--- config.mk ---
export PLATFORM = sky130hd
export DESIGN_NAME = block_cache_tag_controller_core
export DESIGN_NICKNAME = d
export VERILOG_FILES = /design/src/bctc_pkg.sv /design/src/bctc_tag_cmp.sv /design/src/bctc_lfsr.sv /design/src/block_cache_tag_controller_core.sv
export SDC_FILE = /design/constraint.sdc
export NUM_CORES = 1
export LEC_CHECK = 0
export BUFFER_PORTS_ARGS = -buffer_cell sky130_fd_sc_hd__buf_2
export CORE_MARGIN = 1
export CORE_UTILIZATION = 40
export CTS_BUF_LIST = sky130_fd_sc_hd__clkbuf_4 sky130_fd_sc_hd__clkbuf_8 sky130_fd_sc_hd__clkbuf_16
export CTS_CLUSTER_DIAMETER = 60
export DETAILED_ROUTE_END_ITERATION = 16
export GPL_ROUTABILITY_DRIVEN = 0
export SLEW_MARGIN = 15
export SYNTH_ARGS = -nofsm -noshare
export SYNTH_HDL_FRONTEND = slang
export SYNTH_SLANG_ARGS = --single-unit
--- constraint.sdc ---
create_clock -name clk -period 3.2 [get_ports clk]
set_input_delay 0.48 -clock clk [delete_from_list [all_inputs] [get_ports clk]]
set_output_delay 0.48 -clock clk [all_outputs]
set_load 0.005 [all_outputs]
--- src/bctc_pkg.sv ---
`default_nettype none
package bctc_pkg;

	// cache geometry
	localparam int NUM_SLOTS    = 8;
	localparam int BLOCK_BYTES  = 512;
	localparam int ADDRESS_BITS = 19;

	localparam int SLOT_W = $clog2(NUM_SLOTS);
	localparam int OFFS_W = $clog2(BLOCK_BYTES);
	localparam int BLK_W  = ADDRESS_BITS - OFFS_W;
	localparam int LFSR_W = 16;

	localparam int ACTION_W    = 2;
	localparam int KIND_W      = 2;
	localparam int IN_TDATA_W  = ((ADDRESS_BITS + 7) / 8) * 8;
	localparam int OUT_FIELD_W = SLOT_W + BLK_W + OFFS_W;
	localparam int OUT_TDATA_W = ((OUT_FIELD_W + 7) / 8) * 8;

	// access codes
	localparam logic [ACTION_W-1:0] ACT_READ  = 2'd0;
	localparam logic [ACTION_W-1:0] ACT_WRITE = 2'd1;
	localparam logic [ACTION_W-1:0] ACT_FLUSH = 2'd2;
	localparam logic [ACTION_W-1:0] ACT_NOP   = 2'd3;

	// result codes
	localparam logic [KIND_W-1:0] KIND_HIT       = 2'd0;
	localparam logic [KIND_W-1:0] KIND_WRITEBACK = 2'd1;
	localparam logic [KIND_W-1:0] KIND_FILL      = 2'd2;
	localparam logic [KIND_W-1:0] KIND_DONE      = 2'd3;

	// compare unit answer for the slot under test
	typedef struct packed {
		logic hit;
		logic needs_wb;
	} cmp_res_t;

	// lfsr control from the sequencer
	typedef struct packed {
		logic load;
		logic step;
	} lfsr_ctrl_t;

endpackage
`default_nettype wire

--- src/bctc_tag_cmp.sv ---
`default_nettype none
module bctc_tag_cmp import bctc_pkg::*; (
	input  wire logic [BLK_W-1:0] tag,
	input  wire logic             valid,
	input  wire logic             dirty,
	input  wire logic [BLK_W-1:0] key,
	output cmp_res_t              res
);

	// one slot per cycle goes through this compare while the sequencer is not waiting on the output register
	always_comb begin
		res.hit      = valid && (tag == key);
		res.needs_wb = valid && dirty;
	end

endmodule
`default_nettype wire

--- src/bctc_lfsr.sv ---
`default_nettype none
module bctc_lfsr import bctc_pkg::*; (
	input  wire logic              clk,
	input  wire logic              arst_n,
	input  wire lfsr_ctrl_t        ctrl,
	input  wire logic [LFSR_W-1:0] seed,
	output logic      [LFSR_W-1:0] cur,
	output logic      [LFSR_W-1:0] nxt
);

	logic [LFSR_W-1:0] lfsr_q;
	logic              fb;

	// fibonacci, taps 16 14 13 11
	always_comb begin
		fb  = lfsr_q[0] ^ lfsr_q[2] ^ lfsr_q[3] ^ lfsr_q[5];
		nxt = {fb, lfsr_q[LFSR_W-1:1]};
		cur = lfsr_q;
	end

	always_ff @(posedge clk or negedge arst_n) begin
		if (!arst_n) begin
			lfsr_q <= LFSR_W'(1);
		end else if (ctrl.load) begin
			// zero would lock up the register
			lfsr_q <= (seed == '0) ? LFSR_W'(1) : seed;
		end else if (ctrl.step) begin
			lfsr_q <= nxt;
		end
	end

endmodule
`default_nettype wire

--- src/block_cache_tag_controller_core.sv ---
// channel   dir  handshake                      payload
// s_axis    in   s_axis_tvalid/s_axis_tready    tuser: action; tdata: byte_address
// m_axis    out  m_axis_tvalid/m_axis_tready    tuser: kind; tdata: slot, block_number,
//                                               byte_offset; tlast: last
// cfg       in   cfg_we (no wait)               cfg_wdata: replacement_seed
//
// one item at a time: s_axis_tready is high only while the sequencer is idle
// the tag compare is one shared unit stepping over slots, one slot per cycle while no
// result waits; a hit stops at its slot, a miss and a flush step over every slot,
// each result also waiting for m_axis_tready; action three is taken and dropped
// reset clears valid and dirty marks and loads the lfsr with 1, tags stay unwritten
// a stalled result holds in the output register and the sequencer waits on it
`default_nettype none
module block_cache_tag_controller_core import bctc_pkg::*; (
	input  wire logic                   clk,
	input  wire logic                   arst_n,

	input  wire logic                   s_axis_tvalid,
	output logic                        s_axis_tready,
	input  wire logic [IN_TDATA_W-1:0]  s_axis_tdata,  // byte_address, zero pad
	input  wire logic [ACTION_W-1:0]    s_axis_tuser,  // action

	output logic                        m_axis_tvalid,
	input  wire logic                   m_axis_tready,
	output logic      [OUT_TDATA_W-1:0] m_axis_tdata,  // slot, block_number, byte_offset, pad
	output logic      [KIND_W-1:0]      m_axis_tuser,  // kind
	output logic                        m_axis_tlast,  // last

	input  wire logic                   cfg_we,
	input  wire logic [LFSR_W-1:0]      cfg_wdata
);

	typedef enum logic [2:0] {
		ST_IDLE,
		ST_SEARCH,
		ST_VICTIM,
		ST_FILL,
		ST_FLUSH,
		ST_DONE
	} state_t;

	state_t state_q;

	// request being worked on
	logic              is_write_q;
	logic [BLK_W-1:0]  blk_q;
	logic [OFFS_W-1:0] off_q;
	logic [SLOT_W-1:0] idx_q;

	// tag store and per-slot marks
	logic [BLK_W-1:0]     slot_tags_q [NUM_SLOTS];
	logic [NUM_SLOTS-1:0] slot_valid_q;
	logic [NUM_SLOTS-1:0] slot_dirty_q;

	// output register
	logic              out_valid_q;
	logic [KIND_W-1:0] out_kind_q;
	logic [SLOT_W-1:0] out_slot_q;
	logic [BLK_W-1:0]  out_blk_q;
	logic [OFFS_W-1:0] out_off_q;
	logic              out_last_q;

	logic              in_fire;
	logic              out_free;
	logic              out_load;
	logic              idx_last;
	logic              tag_wr;
	logic [BLK_W-1:0]  in_blk;
	logic [OFFS_W-1:0] in_off;
	cmp_res_t          cmp;
	lfsr_ctrl_t        lfsr_ctrl;
	logic [LFSR_W-1:0] lfsr_cur;
	logic [LFSR_W-1:0] lfsr_nxt;

	assign s_axis_tready = (state_q == ST_IDLE);
	assign in_fire       = s_axis_tvalid && s_axis_tready;
	assign out_free      = !out_valid_q || m_axis_tready;
	assign idx_last      = (idx_q == SLOT_W'(NUM_SLOTS - 1));
	assign in_blk        = s_axis_tdata[ADDRESS_BITS-1:OFFS_W];
	assign in_off        = s_axis_tdata[OFFS_W-1:0];

	// a new result enters the output register this cycle
	assign out_load = out_free && (
		((state_q == ST_SEARCH) && cmp.hit) ||
		((state_q == ST_VICTIM) && cmp.needs_wb) ||
		(state_q == ST_FILL) ||
		((state_q == ST_FLUSH) && cmp.needs_wb) ||
		(state_q == ST_DONE));

	// shared compare on the slot the index points at
	bctc_tag_cmp u_cmp (
		.tag   (slot_tags_q[idx_q]),
		.valid (slot_valid_q[idx_q]),
		.dirty (slot_dirty_q[idx_q]),
		.key   (blk_q),
		.res   (cmp)
	);

	// lfsr steps once when the search ends without a hit
	always_comb begin
		lfsr_ctrl.load = cfg_we;
		lfsr_ctrl.step = (state_q == ST_SEARCH) && !cmp.hit && idx_last;
	end

	bctc_lfsr u_lfsr (
		.clk    (clk),
		.arst_n (arst_n),
		.ctrl   (lfsr_ctrl),
		.seed   (cfg_wdata),
		.cur    (lfsr_cur),
		.nxt    (lfsr_nxt)
	);

	// new block goes into the victim slot as the fill leaves
	assign tag_wr = (state_q == ST_FILL) && out_free;

	always_ff @(posedge clk) begin
		if (tag_wr) begin
			slot_tags_q[idx_q] <= blk_q;
		end
	end

	always_ff @(posedge clk or negedge arst_n) begin
		if (!arst_n) begin
			state_q      <= ST_IDLE;
			slot_valid_q <= '0;
			slot_dirty_q <= '0;
			out_valid_q  <= 1'b0;
			is_write_q   <= 1'b0;
			idx_q        <= '0;
			blk_q        <= '0;
			off_q        <= '0;
			out_kind_q   <= KIND_HIT;
			out_slot_q   <= '0;
			out_blk_q    <= '0;
			out_off_q    <= '0;
			out_last_q   <= 1'b0;
		end else begin
			if (out_valid_q && m_axis_tready && !out_load) begin
				out_valid_q <= 1'b0;
			end
			case (state_q)
				ST_IDLE: begin
					if (in_fire) begin
						is_write_q <= (s_axis_tuser == ACT_WRITE);
						blk_q      <= in_blk;
						off_q      <= in_off;
						idx_q      <= '0;
						if (s_axis_tuser == ACT_FLUSH) begin
							state_q <= ST_FLUSH;
						end else if (s_axis_tuser != ACT_NOP) begin
							state_q <= ST_SEARCH;
						end
					end
				end
				ST_SEARCH: begin
					if (cmp.hit) begin
						if (out_free) begin
							out_valid_q <= 1'b1;
							out_kind_q  <= KIND_HIT;
							out_slot_q  <= idx_q;
							out_blk_q   <= blk_q;
							out_off_q   <= off_q;
							out_last_q  <= 1'b1;
							if (is_write_q) begin
								slot_dirty_q[idx_q] <= 1'b1;
							end
							state_q <= ST_IDLE;
						end
					end else if (idx_last) begin
						// victim is the stepped value modulo the slot count
						idx_q   <= lfsr_nxt[SLOT_W-1:0];
						state_q <= ST_VICTIM;
					end else begin
						idx_q <= idx_q + SLOT_W'(1);
					end
				end
				ST_VICTIM: begin
					if (!cmp.needs_wb) begin
						state_q <= ST_FILL;
					end else if (out_free) begin
						out_valid_q <= 1'b1;
						out_kind_q  <= KIND_WRITEBACK;
						out_slot_q  <= idx_q;
						out_blk_q   <= slot_tags_q[idx_q];
						out_off_q   <= '0;
						out_last_q  <= 1'b0;
						state_q     <= ST_FILL;
					end
				end
				ST_FILL: begin
					if (out_free) begin
						out_valid_q         <= 1'b1;
						out_kind_q          <= KIND_FILL;
						out_slot_q          <= idx_q;
						out_blk_q           <= blk_q;
						out_off_q           <= off_q;
						out_last_q          <= 1'b1;
						slot_valid_q[idx_q] <= 1'b1;
						slot_dirty_q[idx_q] <= is_write_q;
						state_q             <= ST_IDLE;
					end
				end
				ST_FLUSH: begin
					if (!cmp.needs_wb || out_free) begin
						if (cmp.needs_wb) begin
							out_valid_q         <= 1'b1;
							out_kind_q          <= KIND_WRITEBACK;
							out_slot_q          <= idx_q;
							out_blk_q           <= slot_tags_q[idx_q];
							out_off_q           <= '0;
							out_last_q          <= 1'b0;
							slot_dirty_q[idx_q] <= 1'b0;
						end
						if (idx_last) begin
							state_q <= ST_DONE;
						end else begin
							idx_q <= idx_q + SLOT_W'(1);
						end
					end
				end
				ST_DONE: begin
					if (out_free) begin
						out_valid_q <= 1'b1;
						out_kind_q  <= KIND_DONE;
						out_slot_q  <= '0;
						out_blk_q   <= '0;
						out_off_q   <= '0;
						out_last_q  <= 1'b1;
						state_q     <= ST_IDLE;
					end
				end
				default: begin
					state_q <= ST_IDLE;
				end
			endcase
		end
	end

	assign m_axis_tvalid = out_valid_q;
	assign m_axis_tuser  = out_kind_q;
	assign m_axis_tlast  = out_last_q;
	assign m_axis_tdata  = OUT_TDATA_W'({out_off_q, out_blk_q, out_slot_q});

	// hits and fills close an item, writebacks never do
	a_hit_fill_last: assert property (@(posedge clk) disable iff (!arst_n)
		m_axis_tvalid && (m_axis_tuser == KIND_HIT || m_axis_tuser == KIND_FILL)
		|-> m_axis_tlast)
		else $error("hit or fill result without last");

	a_wb_not_last: assert property (@(posedge clk) disable iff (!arst_n)
		m_axis_tvalid && (m_axis_tuser == KIND_WRITEBACK) |-> !m_axis_tlast)
		else $error("writeback result marked last");

	// a filled slot must be valid afterwards
	a_fill_sets_valid: assert property (@(posedge clk) disable iff (!arst_n)
		tag_wr |=> slot_valid_q[$past(idx_q)])
		else $error("filled slot not valid");

	// the victim lfsr never locks at zero
	a_lfsr_nonzero: assert property (@(posedge clk) disable iff (!arst_n)
		lfsr_cur != '0)
		else $error("victim lfsr reached zero");

endmodule
`default_nettype wire

==> results.yml <==
outcome:
  status: "finished, final reports clean"
sta:
  grt_setup_unrepaired: "yes"
  period_share: 0.973
  final.min_clock_period_ps: 3110
  max_freq_mhz: 321
  drv_slew: 0
  setup_violations: 0
  finalSetupTns_ps: 0
  skew_ps: 8.89
  hold_viol: 0
  slew_headroom: 0.437
  setup_ws_ps: 87.5
  max_slew.worst_pin.slew_ps: 844
grt:
  antenna_found_initial: 0
  track_usage: 0.195
  grt_pass1_vias: 5347
  grt_first_pass_wirelength_mm: 29.0
  grt-ovfl-total: 0
  grt_start_max_net_pins: 52
synthesis:
  synth_top_area_share: 0.317
  synth_top_family_by_area: "multiplexers"
  syn_area_um2: 7580
  synth_area_leader_cell: "edfxtp_1"
  synth_compound_gate_area_share: 0.0995
  yosysUniqueCellTypes: 59
  yosysSeqAreaShare: 0.594
  ys_ff_latch: 164
  avgSynthCellArea_um2: 13.0
  netlist_top_cells_count: "dfrtp_1, edfxtp_1, mux2_2"
  syn_inst: 585
  muxShareOfSynthArea: 0.172
  synth.most_common_cell: "dfrtp_1"
  synth_edf_count: 80
  yosys.area_share.simple: 0.0936
  synthAdderAreaFrac: 0.00330
  synth_xor_area_frac: 0.00809
  synthTopCellsByArea: "edfxtp_1, dfrtp_1, mux2_2"
  ys.warnings.count: 0
  synth_ff_type: "dfrtp_1"
  async_flop_share: 0.512
die:
  core-area_um2: 18300
  dieArea_um2: 19500
  die_y_um: 140
  row_count: 49
  initial_core_util: 0.415
  io_pins: 76
  dieWidth_um: 140
routing:
  post_drt_wl_per_cell_um: 18.9
  initialDrtViolationCount: 442
  wirelength_mm: 17.8
  vias: 5207
  vias_per_cell: 5.55
  first_pass_iters: 7
  ant_nets: 0
  drc: 0
power:
  p_int_w: 0.00533
  clock_power_share: 0.254
  leakagePower_nw: 3.76
  sw_frac_of_total: 0.341
  ir_worst_vdd_mv: 0.471
  pwr-share-seq: 0.394
  p_switching_w: 0.00275
  power_frac_comb: 0.351
  power_density_nw_per_um2: 880
critical_path:
  worstPathRequired_ps: 3510
  worstSetupPathType: "reg -> reg"
  critPathLaunchType: "flop"
  worstPathMaxFanout: 10
  cp-end-kind: "flop"
  r2r_slack_ps: 90
  arrival_ps: 3420
cts:
  cts_tree: "built"
  cts_buffers: 17
  insertion_delay_ps: 430
  clockBufferDepth: 2
  ctsHoldBuffers: 0
  clk_transition_reported_paths_ps: 60
  htree_levels: 4
  clock-root-buffer: "clkbuf_16"
  cts_sinks: 164
placed_design:
  dp_hpwl_mm: 12.6
  portBuffers: 68
  placed_cell_area_um2: 8500
  post-place-ws_ps: -62.3
run:
  cap_viol_max_count: 0
final_layout:
  n_antenna_cell: 0
  fillers: 1570
  drive_above_1_share: 0.377
  final_area_um2: 9190
  fin_nets: 746
  syn2layout_area_growth_pct: 21.2
  final_util: 0.503
min_path:
  hold_class: "in -> async"
[power groups by stage]
stage          Clock [W]  Combinational [W]  Sequential (W)
2_1_floorplan          0            0.00181         0.00307
3_3_place_gp           0            0.00266         0.00320
3_5_place_dp           0            0.00272         0.00323
4_1_cts          0.00209            0.00278         0.00319
5_1_grt          0.00218            0.00310         0.00326
6_report         0.00206            0.00284         0.00319
[layout make-up]
class	count	area [um^2]	area share
Sequential cell	164	4510	0.491
Inverter	14	52.6	0.00572
Clock inverter	15	173	0.0188
Timing Repair Buffer	126	833	0.0907
Multi-Input combinational cell	374	2910	0.316
Tap cell	229	287	0.0312
Clock buffer	17	425	0.0463
[routing by layer]
metal	track usage	share of wire	vias up
met5	0	0	-
met4	0.0706	0.015	0
met3	0.0496	0.069	19
met2	0.302	0.47	211
met1	0.266	0.44	2574
li1	-	-	2403
[registers in the layout, summed over array words and instances, names as in the netlist]
name / cells
slot_dirty_q: 8
is_write_q: 1
slot_tags_q: 80
out_off_q: 9
idx_q: 3
off_q: 9
u_lfsr.cur: 16
m_axis_tlast: 1
slot_valid_q: 8
out_blk_q: 10
out_slot_q: 3
m_axis_tvalid: 1
m_axis_tuser: 2
blk_q: 10
state_q: 3
[cells in the final DEF, fill, tap and decap left out, drive strengths merged, types with 5 or more instances in the layout]
cell	synthesis	final
nor2	36	36
nand2	47	47
xnor2	5	5
buf	13	126
o22ai	12	12
or2	11	11
inv	12	18
clkinv	2	7
nand2b	6	6
dfrtp	83	83
edfxtp	80	80
o211ai	7	7
a22o	9	9
mux2i	24	24
mux2	68	68
mux4	13	13
a22oi	10	10
nand3	26	26
a21oi	19	19
a21o	5	5
o21ai	25	25
clkbuf	21	17
[cells by family after synthesis]
logic type,Yosys count
flops,164
simple gates,150
compound gates,108
mux,105
buf+inv,48
xor+xnor,7
fa+ha+maj,2
other cells,1
[worst max-delay path, stage by stage, from the launching register on]
cell	delay (ps)
dfrtp_2	480
mux2_2	360
mux4_2	490
or3_1	370
a22oi_2	200
nand4_2	160
or2_4	280
a21oi_4	170
buf_12	150
mux2_2	330
[through the flow]
step                total power [W]  instances  hold WS, ps
finish                      0.00809        939         80.5
global route                0.00854        939          131
CTS                         0.00806        937          104
detailed placement          0.00594        903          456
global placement            0.00586        903          453
floorplan                   0.00487        586          184
[timing repair]
| action | in CTS | in global routing |
|---|---|---|
| gates resized for setup | 4 | 9 |
| pin swaps | 0 | 2 |
| setup endpoints to repair | 33 | 43 |
| setup buffers | 2 | 2 |
[worst paths after layout]
| check | from | endpoint | depth (start not counted) |
|---|---|---|---|
| worst max-delay path | idx_q[0]$_DFFE_PN0P_ | out_blk_q[3]$_DFFE_PN0P_ | 9 |
| worst min-delay path | arst_n | off_q[4]$_DFFE_PN0P_ | 1 |
| worst max register to register | idx_q[0]$_DFFE_PN0P_ | out_blk_q[3]$_DFFE_PN0P_ | 9 |
| worst min register to register | slot_valid_q[7]$_DFFE_PN0P_ | slot_valid_q[7]$_DFFE_PN0P_ | 1 |
| max in group asynchronous | arst_n | off_q[1]$_DFFE_PN0P_ | 2 |
| min in group clk | s_axis_tdata[15] | blk_q[6]$_DFFE_PN0P_ | 3 |
Note: power is estimated with default switching activity, not from simulation.
